## config.mk

```make
export PLATFORM = sky130hd
export DESIGN_NAME = transport_packet_framer
export DESIGN_NICKNAME = d
export VERILOG_FILES = /design/src/sv/tpf_pkg.sv /design/src/sv/tpf_front.sv /design/src/sv/tpf_back.sv /design/src/sv/transport_packet_framer.sv
export VERILOG_INCLUDE_DIRS = /design/src /design/src/sv
export SDC_FILE = /design/constraint.sdc
export NUM_CORES = 1
export LEC_CHECK = 0
export CAP_MARGIN = 30
export CORE_MARGIN = 1.5
export CORE_UTILIZATION = 56
export CTS_BUF_LIST = sky130_fd_sc_hd__clkbuf_4 sky130_fd_sc_hd__clkbuf_8 sky130_fd_sc_hd__clkbuf_16
export DETAILED_ROUTE_END_ITERATION = 12
export DONT_BUFFER_PORTS = 1
export GPL_ROUTABILITY_DRIVEN = 0
export GPL_TIMING_DRIVEN = 1
export HOLD_SLACK_MARGIN = 0.06
export PLACE_DENSITY_LB_ADDON = 0.3
export SLEW_MARGIN = 0
export SYNTH_ARGS = -nofsm -noshare
export SYNTH_HDL_FRONTEND = slang
export SYNTH_SLANG_ARGS = --single-unit
```

## constraint.sdc

```tcl
create_clock -name clk -period 2.84 [get_ports clk]
set_input_delay 0.142 -clock clk [delete_from_list [all_inputs] [get_ports clk]]
set_output_delay 0.142 -clock clk [all_outputs]
set_load 0.01 [all_outputs]
```

## src/sv/transport_packet_framer_defines.svh

```systemverilog
// assertion helpers shared by the framer modules
// they expect clk and arst_n in the enclosing scope
`ifndef TRANSPORT_PACKET_FRAMER_DEFINES_SVH
`define TRANSPORT_PACKET_FRAMER_DEFINES_SVH

// same-cycle implication
`define TPF_ASSERT(label, ante, cons, msg) \
	label: assert property (@(posedge clk) disable iff (!arst_n) (ante) |-> (cons)) \
		else $error(msg);

// next-cycle implication
`define TPF_ASSERT_NEXT(label, ante, cons, msg) \
	label: assert property (@(posedge clk) disable iff (!arst_n) (ante) |=> (cons)) \
		else $error(msg);

`endif

```

## src/sv/tpf_pkg.sv

```systemverilog
`timescale 1ns / 1ps

package tpf_pkg;

	localparam int unsigned QDEPTH = 4;
	localparam int unsigned QPTR_W = $clog2(QDEPTH);
	localparam int unsigned QCNT_W = $clog2(QDEPTH + 1);

	localparam logic [7:0] MAX_LEN   = 8'd248;
	localparam logic [7:0] FRAG_FLAG = 8'h08;
	localparam logic [7:0] PORT_RESET = 8'd21;

	// register indexes on the configuration port
	localparam logic REG_SRC_PORT = 1'b0;
	localparam logic REG_DST_PORT = 1'b1;

	// one classified input item
	typedef struct packed {
		logic       has_header;
		logic       has_data;
		logic       is_end;
		logic [7:0] data;
		logic [7:0] len;
		logic [3:0] frag;
	} cmd_t;

	typedef enum logic [3:0] {
		PH_START,
		PH_HDR0,
		PH_HDR1,
		PH_HDR2,
		PH_HDR3,
		PH_HDR4,
		PH_DATA,
		PH_CKH,
		PH_CKL
	} phase_t;

endpackage

```

## src/sv/tpf_front.sv

```systemverilog
`timescale 1ns / 1ps
`include "transport_packet_framer_defines.svh"

module tpf_front (
	input  logic          clk,
	input  logic          arst_n,
	input  logic          push,
	output logic          full,
	input  logic [7:0]    data_byte,
	input  logic [7:0]    payload_length,
	input  logic [3:0]    fragment,
	output logic          cmd_valid,
	output tpf_pkg::cmd_t cmd,
	input  logic          cmd_pop
);
	import tpf_pkg::*;

	logic              in_packet_q;
	logic [7:0]        remaining_q;
	cmd_t              mem_q [QDEPTH];
	logic [QPTR_W-1:0] wr_ptr_q;
	logic [QPTR_W-1:0] rd_ptr_q;
	logic [QCNT_W-1:0] count_q;
	logic              wr_en;
	logic              rd_en;
	logic [7:0]        len_sat;
	cmd_t              new_cmd;

	assign full      = (count_q == QCNT_W'(QDEPTH));
	assign cmd_valid = (count_q != '0);
	assign cmd       = mem_q[rd_ptr_q];
	assign wr_en     = push && !full;
	assign rd_en     = cmd_pop && cmd_valid;

	assign len_sat = (payload_length > MAX_LEN) ? MAX_LEN : payload_length;

	always_comb begin
		new_cmd.data = data_byte;
		new_cmd.len  = len_sat;
		new_cmd.frag = fragment;
		if (!in_packet_q) begin
			new_cmd.has_header = 1'b1;
			new_cmd.has_data   = (len_sat != 8'd0);
			new_cmd.is_end     = (len_sat <= 8'd1);
		end else begin
			new_cmd.has_header = 1'b0;
			new_cmd.has_data   = 1'b1;
			new_cmd.is_end     = (remaining_q == 8'd1);
		end
	end

	always_ff @(posedge clk or negedge arst_n) begin
		if (!arst_n) begin
			in_packet_q <= 1'b0;
			remaining_q <= 8'd0;
		end else if (wr_en) begin
			if (!in_packet_q) begin
				in_packet_q <= (len_sat > 8'd1);
				remaining_q <= (len_sat == 8'd0) ? 8'd0 : len_sat - 8'd1;
			end else begin
				in_packet_q <= (remaining_q != 8'd1);
				remaining_q <= remaining_q - 8'd1;
			end
		end
	end

	always_ff @(posedge clk) begin
		if (wr_en) begin
			mem_q[wr_ptr_q] <= new_cmd;
		end
	end

	always_ff @(posedge clk or negedge arst_n) begin
		if (!arst_n) begin
			wr_ptr_q <= '0;
			rd_ptr_q <= '0;
			count_q  <= '0;
		end else begin
			if (wr_en) begin
				wr_ptr_q <= wr_ptr_q + QPTR_W'(1);
			end
			if (rd_en) begin
				rd_ptr_q <= rd_ptr_q + QPTR_W'(1);
			end
			case ({wr_en, rd_en})
				2'b10:   count_q <= count_q + QCNT_W'(1);
				2'b01:   count_q <= count_q - QCNT_W'(1);
				default: count_q <= count_q;
			endcase
		end
	end

	`TPF_ASSERT(a_count_bound, 1'b1, count_q <= QCNT_W'(QDEPTH), "command queue overfilled")
	`TPF_ASSERT(a_in_packet_left, in_packet_q, remaining_q != 8'd0,
		"inside a packet with no bytes left")
	`TPF_ASSERT_NEXT(a_end_closes, wr_en && new_cmd.is_end, !in_packet_q,
		"packet end did not return to idle")

endmodule

```

## src/sv/tpf_back.sv

```systemverilog
`timescale 1ns / 1ps
`include "transport_packet_framer_defines.svh"

module tpf_back (
	input  logic          clk,
	input  logic          arst_n,
	input  logic          cmd_valid,
	input  tpf_pkg::cmd_t cmd,
	output logic          cmd_pop,
	input  logic [7:0]    sport,
	input  logic [7:0]    dst_port,
	output logic          empty,
	input  logic          pop,
	output logic [7:0]    out_byte,
	output logic          is_last
);
	import tpf_pkg::*;

	phase_t      phase_q;
	phase_t      phase_eff;
	phase_t      phase_nxt;
	logic [15:0] parity_q;
	logic        odd_q;
	logic [3:0]  seq_q;
	logic [3:0]  frag_q;
	logic        out_valid_q;
	logic [7:0]  out_byte_q;
	logic        is_last_q;
	logic        advance;
	logic        emit;
	logic [7:0]  byte_nxt;
	logic        absorb;
	logic        last_nxt;
	logic        done;

	assign advance  = !out_valid_q || pop;
	assign emit     = cmd_valid && advance;
	assign cmd_pop  = emit && done;
	assign empty    = !out_valid_q;
	assign out_byte = out_byte_q;
	assign is_last  = is_last_q;

	always_comb begin
		phase_eff = phase_q;
		if (phase_q == PH_START) begin
			phase_eff = cmd.has_header ? PH_HDR0 : PH_DATA;
		end
		byte_nxt  = 8'd0;
		absorb    = 1'b1;
		last_nxt  = 1'b0;
		done      = 1'b0;
		phase_nxt = PH_START;
		case (phase_eff)
			PH_HDR0: begin
				byte_nxt  = (cmd.frag != 4'd0) ? FRAG_FLAG : 8'd0;
				phase_nxt = PH_HDR1;
			end
			PH_HDR1: begin
				byte_nxt  = {seq_q, cmd.frag};
				phase_nxt = PH_HDR2;
			end
			PH_HDR2: begin
				byte_nxt  = sport;
				phase_nxt = PH_HDR3;
			end
			PH_HDR3: begin
				byte_nxt  = dst_port;
				phase_nxt = PH_HDR4;
			end
			PH_HDR4: begin
				byte_nxt  = cmd.len;
				phase_nxt = cmd.has_data ? PH_DATA : PH_CKH;
			end
			PH_DATA: begin
				byte_nxt = cmd.data;
				if (cmd.is_end) begin
					phase_nxt = PH_CKH;
				end else begin
					done = 1'b1;
				end
			end
			PH_CKH: begin
				byte_nxt  = parity_q[15:8];
				absorb    = 1'b0;
				phase_nxt = PH_CKL;
			end
			PH_CKL: begin
				byte_nxt = parity_q[7:0];
				absorb   = 1'b0;
				last_nxt = 1'b1;
				done     = 1'b1;
			end
			default: begin
				absorb = 1'b0;
			end
		endcase
	end

	always_ff @(posedge clk or negedge arst_n) begin
		if (!arst_n) begin
			phase_q  <= PH_START;
			parity_q <= 16'd0;
			odd_q    <= 1'b0;
			seq_q    <= 4'd0;
			frag_q   <= 4'd0;
		end else if (emit) begin
			phase_q <= phase_nxt;
			if (phase_eff == PH_HDR0) begin
				frag_q <= cmd.frag;
			end
			if (phase_eff == PH_CKL) begin
				parity_q <= 16'd0;
				odd_q    <= 1'b0;
				if (frag_q == 4'd0) begin
					seq_q <= seq_q + 4'd1;
				end
			end else if (absorb) begin
				parity_q <= parity_q ^ (odd_q ? {8'd0, byte_nxt} : {byte_nxt, 8'd0});
				odd_q    <= !odd_q;
			end
		end
	end

	// output register parts the sequencer from the consumer
	always_ff @(posedge clk or negedge arst_n) begin
		if (!arst_n) begin
			out_valid_q <= 1'b0;
		end else if (advance) begin
			out_valid_q <= cmd_valid;
		end
	end

	always_ff @(posedge clk) begin
		if (emit) begin
			out_byte_q <= byte_nxt;
			is_last_q  <= last_nxt;
		end
	end

	`TPF_ASSERT_NEXT(a_ckl_clears, emit && phase_eff == PH_CKL,
		parity_q == 16'd0 && !odd_q, "checksum state not cleared after packet")
	`TPF_ASSERT(a_hdr_even, emit && phase_eff == PH_HDR0, parity_q == 16'd0 && !odd_q,
		"header started with stale checksum state")
	`TPF_ASSERT_NEXT(a_seq_hold, !(emit && phase_eff == PH_CKL), $stable(seq_q),
		"sequence number moved outside a packet end")
	`TPF_ASSERT_NEXT(a_last_from_ckl, emit && phase_eff == PH_CKL, out_valid_q && is_last_q,
		"final checksum byte not flagged")

endmodule

```

## src/sv/transport_packet_framer.sv

```systemverilog
`timescale 1ns / 1ps

// Transport packet framer: takes payload bytes one per transfer and emits a framed
// packet one byte per transfer: five header bytes (fragment flag, sequence/fragment,
// source port, destination port, length), the payload, then a 16-bit XOR checksum high
// byte first, with is_last on the final byte. The first item of a packet carries the
// length (saturated at 248) and fragment; a zero-length packet takes one item whose
// byte is dropped. The input side classifies items into a four-entry command queue and
// takes one item per cycle while that queue has room; the output sequencer emits one
// byte per cycle unless out_byte waits unpopped, and that sequencer sets the sustained
// rate. Results sit in an output register, so the input keeps accepting while a byte
// waits to be popped. Source and destination ports reset to 21; the user writes them at
// APB byte addresses 0 and 4 only while idle, which the block does not enforce.

module transport_packet_framer (
	input  logic        clk,
	input  logic        arst_n,
	input  logic        push,
	output logic        full,
	input  logic [7:0]  data_byte,
	input  logic [7:0]  payload_length,
	input  logic [3:0]  fragment,
	output logic        empty,
	input  logic        pop,
	output logic [7:0]  out_byte,
	output logic        is_last,
	input  logic        psel,
	input  logic        penable,
	input  logic        pwrite,
	input  logic [2:0]  paddr,
	input  logic [31:0] pwdata,
	output logic [31:0] prdata,
	output logic        pready
);
	import tpf_pkg::*;

	logic [7:0] sport_q;
	logic [7:0] dst_port_q;
	logic       cmd_valid;
	cmd_t       cmd;
	logic       cmd_pop;
	logic       reg_sel;
	logic       wr_xfer;

	assign pready  = 1'b1;
	assign reg_sel = paddr[2];
	assign wr_xfer = psel && penable && pwrite && pready;

	always_ff @(posedge clk or negedge arst_n) begin
		if (!arst_n) begin
			sport_q    <= PORT_RESET;
			dst_port_q <= PORT_RESET;
		end else if (wr_xfer) begin
			case (reg_sel)
				REG_SRC_PORT: sport_q <= pwdata[7:0];
				REG_DST_PORT: dst_port_q <= pwdata[7:0];
				default:      sport_q <= sport_q;
			endcase
		end
	end

	always_comb begin
		case (reg_sel)
			REG_SRC_PORT: prdata = {24'd0, sport_q};
			REG_DST_PORT: prdata = {24'd0, dst_port_q};
			default:      prdata = 32'd0;
		endcase
	end

	tpf_front u_front (
		.clk            (clk),
		.arst_n         (arst_n),
		.push           (push),
		.full           (full),
		.data_byte      (data_byte),
		.payload_length (payload_length),
		.fragment       (fragment),
		.cmd_valid      (cmd_valid),
		.cmd            (cmd),
		.cmd_pop        (cmd_pop)
	);

	tpf_back u_back (
		.clk       (clk),
		.arst_n    (arst_n),
		.cmd_valid (cmd_valid),
		.cmd       (cmd),
		.cmd_pop   (cmd_pop),
		.sport     (sport_q),
		.dst_port  (dst_port_q),
		.empty     (empty),
		.pop       (pop),
		.out_byte  (out_byte),
		.is_last   (is_last)
	);

endmodule
```

**Word level (Yosys, flattened, before mapping)**

Memories as Yosys holds them, arrays and structs flattened.
Cells that the tools add are included.

- Memories kept: 1
- Logic and storage cells: 90
- Bits in writable memories: 92
- Input bits: 62
- Output and inout port bits: 44
- Flip-flop bits (word level): 71

- Eq/ne operators: 13
- $lt $le $gt $ge: 3
- Reduce and logical (&&, ||, !) cells: 24
- Mux-type cells: 25
- Add/subtract/negate cells: 7
- Bitwise operators: 2

Memories:

| name | words | width | rd ports | clocked after Yosys merged registers in | write ports | RTL line | source |
|---|---|---|---|---|---|---|---|
| u_front.mem_q | 4 | 23 | 1 | 0 | 1 | tpf_front.sv:20 | `cmd_t mem_q [QDEPTH];` |

Operators with widths:

| operator | count |
|---|---|
| 32-bit one-hot mux with 2 select lines | 1 |
| 8-bit one-hot mux with 8 select lines | 1 |
| 16-bit 2-to-1 mux | 3 |
| 4-bit one-hot mux with 7 select lines | 1 |
| 8-bit 2-to-1 mux | 3 |
| 4-bit by 3-bit equality test with 1-bit output, second input constant | 4 |
| 8-bit by 1-bit subtractor with 8-bit output, second input constant | 2 |
| 16-bit bitwise XOR | 1 |
| 1-bit 2-to-1 mux | 9 |
| 3-bit 2-to-1 mux | 3 |
| 4-bit by 2-bit equality test with 1-bit output, second input constant | 2 |
| 8-bit by 1-bit equality test with 1-bit output, second input constant | 1 |
| 8-bit by 1-bit > comparator with 1-bit output, second input constant | 1 |
| 8-bit > comparator, second input constant | 1 |
| 8-bit by 1-bit <= comparator with 1-bit output, second input constant | 1 |
| 4-bit zero test | 2 |
| 8-bit zero test | 1 |
| 4-bit 2-to-1 mux | 2 |
| 8-bit by 1-bit != test with 1-bit output, second input constant | 1 |
| 2-bit AND reduction | 4 |
| 8-bit nonzero test | 1 |
| 1-bit logical AND | 6 |
| 3-bit one-hot mux with 2 select lines | 1 |
| 6-bit OR reduction | 1 |
| other kinds (17) | 21 |

**Longest topological paths before layout**

Gate-level depths: netlist (run 1).
An unclocked memory read counts as a cell.

- Depth in word-level cells: 9
- Mapped depth: 12
- Gate-level depth less buffers: 10

**Hierarchy**

Synthesis (run 1) repeated with hierarchy kept, for this count alone.

- Cells, all modules: 577
- Area, all modules: 7892.6 um^2

By module, submodules not included:

| module | cells an instance | area an instance (um^2) | times used | sequential area each (um^2) |
|---|---|---|---|---|
| tpf_front | 260 | 4576.9 | 1 | 3163.0 |
| tpf_back | 247 | 2386.0 | 1 | 1021.0 |
| transport_packet_framer | 70 | 929.6 | 1 | 407.9 |

**Worst setup path before layout (run 1)**

No wires, ideal clock.

- Path kind: register to register
- From: register u_front.rd_ptr_q[0]
- To: register u_front.count_q[2]
- Arrival: 2.600 ns
- Library setup time: 0.079 ns
- Buffers on the path: 1
- Period minus slack after synthesis: 2.680 ns
- Data required time: 2.761 ns
- Cell stages (with the launch flop): 12
- Setup slack: 0.160 ns
- Path through: dfrtp_1 buf_6 mux4_1 o21ai_4 a31oi_1 nor2_1 ha_1 inv_1 fa_1 xor2_1 nor2_1 xor2_1

- Cells in the longest elaborated chain, start to end: 9
- Elaborated cells between the ends (all ways): 13
- Those cells by class: eq/ne (4); mux (5); reduce/logical (3); memory (1)

Ends and longest elaborated chain:

| what | RTL line | source |
|---|---|---|
| start, declared | tpf_front.sv:22 | `logic [QPTR_W-1:0] rd_ptr_q;` |
| start signal, assigned | tpf_front.sv:83 | `rd_ptr_q <= rd_ptr_q + QPTR_W'(1);` |
| memory read 4 x 23 bit * | - |  |
| 3-bit 2-to-1 mux | tpf_back.sv:46 | `phase_eff = cmd.has_header ? PH_HDR0 : PH_DATA;` |
| 4-bit 2-to-1 mux | tpf_back.sv:45 | `if (phase_q == PH_START) begin` |
| 4-bit equality test or 4-bit by 3-bit equality test with 1-bit output (tied branches) | tpf_back.sv:53 | `case (phase_eff)` |
| 1-bit one-hot mux with 2 select lines * | tpf_back.sv:53 |  |
| 1-bit logical AND * | tpf_back.sv:38 | `assign cmd_pop = emit && done;` |
| 1-bit logical AND * | tpf_front.sv:33 | `assign rd_en = cmd_pop && cmd_valid;` |
| net u_front.rd_en | tpf_front.sv:25 | `logic rd_en;` |
| 2-bit by 1-bit equality test with 1-bit output or 2-bit equality test (tied branches) | tpf_front.sv:85 | `case ({wr_en, rd_en})` |
| 3-bit one-hot mux with 2 select lines or 2-bit nonzero test (tied branches) | - |  |
| end signal, assigned | tpf_front.sv:86 | `2'b10: count_q <= count_q + QCNT_W'(1);` |
| end signal, assigned | tpf_front.sv:87 | `2'b01: count_q <= count_q - QCNT_W'(1);` |
| end signal, assigned | tpf_front.sv:88 | `default: count_q <= count_q;` |
| end, declared | tpf_front.sv:23 | `logic [QCNT_W-1:0] count_q;` |

The timed path passes the listed nets; every way through them passes the cells marked *.
A chain may end at the register's enable or synchronous reset.

**Final worst setup path (run 1)**

Ends and elaborated chain as after synthesis.

==> flow_metrics.env, run 1 <==
export IMPL_crit_family="adder cells"
export IMPL_crit_buf_inv=1
export IMPL_crit_required_ns=3.19
export IMPL_hold_start="payload_length[7]"
export IMPL_final_common_cell="edfxtp_1"
export IMPL_io_pins=106
export IMPL_dr_pass1_iters=5
export IMPL_ff2ff_path_depth=10
export IMPL_max_slew_margin=0.5812
export IMPL_ys_async_sr_fraction=0.3804
export IMPL_total_leakage_power_nw=3.526
export IMPL_port_buffers=0
export IMPL_cp_slowest_cell="mux4_2"
export IMPL_synth_avg_cell_area_um2=13.71
export IMPL_drive_above_1_share=0.1801
export IMPL_end_kind="register"
export IMPL_mostFrequentLayoutCells="edfxtp_1, dfrtp_1, nand2_1"
export IMPL_grt_pass1_vias=4944
export IMPL_initialDrtViolationCount=392
export IMPL_totalWireLength_um=16390
export IMPL_crit_chain="mux4_2 -> o21ai_4 -> a31oi_1 -> nor2_2 -> ha_1 -> inv_1 -> fa_1 -> xor2_1 -> nor2_1 -> xor2_1"
export IMPL_grt_pass1_wl_um=25860
export IMPL_die_area_um2=14870
export IMPL_worst_pin_slew_ns=0.6268
export IMPL_grt_max_degree=63
export IMPL_r2r_start="u_front.rd_ptr_q[0]"
export IMPL_dp_hpwl_um=10780
export IMPL_yosysSeqAreaShare=0.5795
export IMPL_cts_tree="done"
export IMPL_path_max_fanout=4
export IMPL_grt_use_total=0.2344
export IMPL_synth_top_area_cell="edfxtp_1"
export IMPL_min_path_type="primary input to register"
export IMPL_cp_common_cell="xor2_1"
export IMPL_ys_ff_latch=163
export IMPL_yosys_most_used_dff="edfxtp_1"
export IMPL_fin_crit_ns=2.661
export IMPL_rsz0062_at_grt="no"
export IMPL_rows=43
export IMPL_status="finished, final reports clean"
export IMPL_fin_crit_sh=0.9370
export IMPL_ant_nets=0
export IMPL_cts_sinks=163
export IMPL_max_stage_delay_ns=0.59
export IMPL_crit_type="register to register"
export IMPL_die_y_um=122.0
export IMPL_cp_arrival_ns=3.01
export IMPL_finalMaxSlewViolations=0
export IMPL_synth_lib_cells_used_distinct=70
export IMPL_r2r_end="u_front.count_q[2]"
export IMPL_via_per_inst=5.988
export IMPL_synth_edf_count=101
export IMPL_diodes=0
export IMPL_hold_viol=0
export IMPL_synthCells=578
export IMPL_die_width_um=122.0
export IMPL_dr_total_vias=4868
export IMPL_synth_top_area_share=0.3828
export IMPL_yosysWarnings=0
export IMPL_h_tree_depth=4
export IMPL_cts_root_buf="clkbuf_16"
export IMPL_synth_area_top_cells="edfxtp_1, dfrtp_1, mux4_1"
export IMPL_fin_nets=694
export IMPL_holdPathEnd="u_front.mem_q[3][21]"
export IMPL_peakVddDrop_uv=777.9
export IMPL_antenna_found_initial=0
export IMPL_avgRoutedWirePerCell_um=20.16
export IMPL_worst_hold_slack_ns=0.08484
export IMPL_area_growth_pct=12.68
export IMPL_fmax_mhz=375.8
export IMPL_worstSetupStartpoint="u_front.rd_ptr_q[0]"
export IMPL_initial_core_util=0.5731
export IMPL_maxCapViolations=0
export IMPL_syn_area_um2=7924
export IMPL_numCtsBuffers=17
export IMPL_clk_latency_ns=0.42
export IMPL_gr_total_overflow=0
export IMPL_power_density_nw_per_um2=1009
export IMPL_reg2reg_slack_ns=0.18
export IMPL_drc=0
export IMPL_finalSetupTns_ns=0
export IMPL_clock_skew_ns=0.009225
export IMPL_core_area_um2=13830
export IMPL_whs_path_depth=2
export IMPL_cts_clk_slew_worst_paths_ns=0.07
export IMPL_clock_path_buffers=2
export IMPL_critPathLaunchType="register"
export IMPL_finalSetupViolCount=0
[kinds of logic (layout without fill, tap and decap cells)]
kind of cell / after synthesis / in the layout / share of synthesized area
xor+xnor: 14 / 14 / 0.01547
flops: 163 / 163 / 0.5795
other cells: 2 / 25 / 0.0009478
compound gates: 84 / 84 / 0.07801
buf+inv: 69 / 101 / 0.05147
mux: 72 / 72 / 0.1380
fa+ha+maj: 12 / 12 / 0.01990
simple gates: 162 / 162 / 0.1167
[per-stage QoR]
step | setup slack (ns) | instances | area [um^2] | utilization | power, mW
2_1_floorplan | 0.1603 | 601 | 8010 | - | 5.978
5_1_grt | 0.001267 | 813 | 8929 | 0.6457 | 9.503
6_report | 0.1788 | 813 | 8929 | 0.6457 | 9.012
3_3_place_gp | 0.1504 | 752 | 8060 | 0.5829 | 6.651
3_5_place_dp | 0.05202 | 752 | 8060 | 0.5829 | 6.776
4_1_cts | 0.003112 | 812 | 8920 | 0.6451 | 9.039
[worst reg2reg max path, stage by stage, from the launching register on]
cell and delay (ns):
dfrtp_1 0.44, mux4_2 0.59, o21ai_4 0.18, a31oi_1 0.12
nor2_2 0.17, ha_1 0.22, inv_1 0.06, fa_1 0.38
xor2_1 0.16, nor2_1 0.11, xor2_1 0.16
[power by group]
| group | switching [mW] | internal (mW) | total, mW |
|---|---|---|---|
| Combinational | 1.74 | 1.35 | 3.09 |
| Sequential | 0.449 | 3.30 | 3.75 |
| Clock | 0.962 | 1.21 | 2.17 |
[how the worst max path moves through the flow]
stage	to	cells after the start
after floorplan	u_front.count_q[2]	11
after global placement	u_front.count_q[2]	10
after detailed placement	u_front.count_q[2]	10
after CTS	u_front.count_q[2]	10
after global routing	u_front.count_q[2]	10
final	u_front.count_q[2]	10
[state kept, by name, summed over array words and instances (netlist names)]
register,flops
u_front.in_packet_q,1
u_front.remaining_q,8
u_back.frag_q,4
u_back.out_byte,8
dst_port_q,8
u_back.out_valid_q,1
u_back.odd_q,1
u_back.seq_q,4
u_back.is_last,1
u_back.parity_q,16
u_back.phase_q,4
sport_q,8
u_front.count_q,3
u_front.wr_ptr_q,2
u_front.mem_q,92
u_front.rd_ptr_q,2
[cells in the mapped netlist (all sizes together), types with 4 or more instances]
| master | instances |
|---|---|
| edfxtp | 101 |
| dfrtp | 56 |
| nand2 | 46 |
| buf | 39 |
| mux2 | 29 |
| mux4 | 23 |
| mux2i | 20 |
| a21oi | 19 |
| nor2 | 18 |
| inv | 17 |
| o21ai | 17 |
| nand2b | 15 |
| and2 | 14 |
| clkbuf | 12 |
| ha | 11 |
| o31ai | 10 |
| nand3 | 9 |
| nand3b | 7 |
| xnor2 | 7 |
| xor2 | 7 |
| a22oi | 6 |
| dfstp | 6 |
| nor3 | 6 |
| a21boi | 5 |
| nand4b | 5 |
| o221ai | 5 |
| or3 | 5 |
| a2111oi | 4 |
| and3 | 4 |
| nor2b | 4 |
| nor3b | 4 |
| nor4 | 4 |
| nor4b | 4 |
| or4bb | 4 |
[metal layers]
metal / up-vias / track usage / wire [um]
met4: 0 / 0.08015 / 284
met3: 27 / 0.05993 / 729
li1: 2223 / - / -
met5: - / 0 / 0
met1: 2469 / 0.2979 / 6833
met2: 149 / 0.3929 / 8545
[what timing repair did]
action	CTS	global route
setup endpoints to repair	0	1
endpoints found under the hold margin	150	4
setup buffers	0	0
hold buffers	28	1
resized for setup	0	2
[area by class of cell]
class                   instances  area, um^2
fillers                      1009        4898
clock buffers                  21       467.9
flip-flops and latches        163        4592
multi-input cells             369        3009
repair buffers                 51       473.0
clock inverters                11       93.84
inverters                      18       67.56
well taps                     180       225.2
Note: power is estimated with default switching activity, not from simulation.
==> run 2, diff against run 1 <==
ABC_AREA = 1   (was default)
==> run 2 against run 1 <==
Critical endpoint unchanged. Sequential share of layout area up 1.6 points. Wire length down 2.9%. Register-to-register slack better by 0.07 ns. Sequential power down 1%. Clock skew up 0.0034 ns. Power up 0.22%.
==> flow_metrics.env, run 2 <==
export IMPL_status="finished, final reports clean"
export IMPL_core_area_um2=13300
export IMPL_clk_latency_ns=0.42
export IMPL_yosys_most_used_dff="edfxtp_1"
export IMPL_largest_reg_flops=92
export IMPL_synth_top_area_cell="edfxtp_1"
export IMPL_min_path_type="primary input to register"
export IMPL_fmax_mhz=385.8
export IMPL_final_common_cell="nand2_1"
export IMPL_largestRegisters="u_front.mem_q x92, u_back.parity_q x16"
export IMPL_io_pins=106
export IMPL_instances_no_fill=1008
export IMPL_yosysMostFrequentCell="nand2_1"
export IMPL_drive_above_1_share=0.1046
export IMPL_numPlacedInstances=946
export IMPL_r2r_start="u_back.phase_q[0]"
export IMPL_power_mw=9.032
export IMPL_clock_skew_ns=0.01264
export IMPL_via_per_inst=5.440
export IMPL_yosysWarnings=0
export IMPL_synth_edf_count=101
export IMPL_fin_crit_ns=2.592
export IMPL_avgRoutedWirePerCell_um=15.79
export IMPL_worst_pin_slew_ns=0.7097
export IMPL_fill_cells=992
export IMPL_dr_pass1_iters=5
export IMPL_synth_avg_cell_area_um2=9.783
export IMPL_grt_use_total=0.2318
export IMPL_synth_area_top_cells="edfxtp_1, dfrtp_1, nand2_1"
export IMPL_die_y_um=120.0
export IMPL_numCtsBuffers=17
export IMPL_power_density_nw_per_um2=1042
export IMPL_grt_pass1_wl_um=25650
export IMPL_cp_arrival_ns=2.89
export IMPL_path_max_fanout=7
export IMPL_finalMaxSlewViolations=0
export IMPL_worst_hold_slack_ns=0.09721
export IMPL_dr_total_vias=5484
export IMPL_h_tree_depth=4
export IMPL_total_leakage_power_nw=3.668
export IMPL_fin_crit_sh=0.9127
export IMPL_ys_async_sr_fraction=0.3804
export IMPL_final_util=0.6518
export IMPL_finalSetupTns_ns=0
export IMPL_placed_area_um2=7785
export IMPL_totalWireLength_um=15920
export IMPL_design_area_um2=8666
export IMPL_cts_tree="done"
export IMPL_ff2ff_path_depth=14
export IMPL_diodes=0
export IMPL_synth_top_area_share=0.3959
export IMPL_endpoint="u_front.count_q[2]"
export IMPL_syn_area_um2=7660
export IMPL_port_buffers=0
export IMPL_peakVddDrop_uv=475.3
export IMPL_ant_nets=0
export IMPL_cts_sinks=163
export IMPL_r2r_end="u_front.count_q[2]"
export IMPL_ys_ff_latch=163
export IMPL_synthCells=783
export IMPL_dp_hpwl_um=10700
export IMPL_rsz0062_at_grt="no"
export IMPL_rows=42
export IMPL_drc=0
export IMPL_critPathLaunchType="register"
export IMPL_crit_required_ns=3.14
export IMPL_worstSetupStartpoint="u_back.phase_q[0]"
export IMPL_grt_pass1_vias=5365
export IMPL_regMostFlops="u_front.mem_q"
export IMPL_fin_nets=893
export IMPL_yosysSeqAreaShare=0.5995
export IMPL_cts_root_buf="clkbuf_16"
export IMPL_end_kind="register"
export IMPL_clock_path_buffers=2
export IMPL_hold_viol=0
export IMPL_antenna_found_initial=0
export IMPL_die_width_um=120.0
export IMPL_reg2reg_slack_ns=0.25
export IMPL_mostFrequentLayoutCells="nand2_1, edfxtp_1, nor2_1"
export IMPL_synthTopCellsByCount="nand2_1, nor2_1, edfxtp_1, o21ai_0, inv_1"
export IMPL_max_slew_margin=0.5251
export IMPL_initial_core_util=0.5761
export IMPL_grt_max_degree=63
export IMPL_maxCapViolations=0
export IMPL_synth_lib_cells_used_distinct=44
export IMPL_crit_type="register to register"
export IMPL_initialDrtViolationCount=462
export IMPL_area_growth_pct=13.13
export IMPL_finalSetupViolCount=0
export IMPL_setup_ws_ns=0.2480
export IMPL_gr_total_overflow=0
export IMPL_cts_clk_slew_worst_paths_ns=0.07
export IMPL_die_area_um2=14390
export IMPL_pre_cts_slack_ns=0.2034
[run 2: changes by cell type in the layout (fill, tap and decap cells not counted), sizes merged, moves of 27 or more]
| cell | before | now |
|---|---|---|
| nand2 | 46 | 148 |
| nor2 | 18 | 108 |
| o21ai | 17 | 86 |
| inv | 24 | 88 |
| mux2 | 29 | 0 |
| o22ai | 0 | 27 |
[run 2: final cells by class]
| cell class | instances | area [um^2] | share of cell area |
|---|---|---|---|
| Clock buffer | 18 | 432.9 | 0.04996 |
| Sequential cell | 163 | 4593 | 0.5300 |
| Tap cell | 176 | 220.2 | 0.02541 |
| Timing Repair Buffer | 46 | 437.9 | 0.05053 |
| Inverter | 87 | 326.6 | 0.03768 |
| Multi-Input combinational cell | 504 | 2526 | 0.2915 |
| Clock inverter | 14 | 128.9 | 0.01487 |
[run 2: report_power, final]
part	switching (mW)	internal, mW	total [mW]
Combinational	2.17	1.00	3.17
Clock	0.937	1.22	2.16
Sequential	0.385	3.31	3.70
Total	3.49	5.54	9.03
[run 2: worst min path at each step]
stage                            startpoint                   to  slack (ns)  cells after the start
after global routing      payload_length[1]  u_front.mem_q[2][5]         0.1                      2
final                     payload_length[1]  u_front.mem_q[0][5]         0.1                      2
after global placement               arst_n           sport_q[5]       -0.15                      0
after floorplan                      arst_n        dst_port_q[1]       -0.15                      0
after CTS                 payload_length[1]  u_front.mem_q[0][5]        0.07                      2
after detailed placement             arst_n           sport_q[7]       -0.15                      0
[run 2: cell families (layout without fill, tap and decap cells)]
logic type | count (synthesis) | count (layout) | synth area share
DFF | 163 | 163 | 0.5995
adders and majority gates | 12 | 12 | 0.02058
and+or+nand+nor | 310 | 310 | 0.1756
xor gates and xnor gates | 12 | 12 | 0.01470
AOI/OAI and AO/OA | 145 | 145 | 0.1054
buffers and inverters | 139 | 165 | 0.08330
other | 2 | 25 | 0.0009804
[run 2: layer usage]
layer | track usage | wire, um | vias up
met4 | 0.08631 | 355 | 0
met2 | 0.3793 | 7900 | 142
met5 | 0 | 0 | -
li1 | - | - | 2663
met3 | 0.05656 | 635 | 25
met1 | 0.3012 | 7026 | 2654
[run 2: what timing repair did]
action | 4_1_cts | 5_1_grt
buffers inserted | 0 | 0
endpoints found under the setup margin | 0 | 1
resized for setup | 0 | 1
hold buffers | 30 | 0
hold endpoints to repair | 155 | 0
[run 2: worst max-delay path, cell delays in order, from the launching register on]
cell      delay, ns
dfrtp_1        0.43
inv_2          0.15
nand4_2        0.17
nand2_1        0.14
nand3_2        0.10
nor2_4         0.13
nor2_2         0.04
or2_4          0.24
clkinv_1       0.07
ha_1           0.14
inv_1          0.06
fa_1           0.38
a21oi_1        0.14
o21ai_0        0.12
xor2_1         0.16
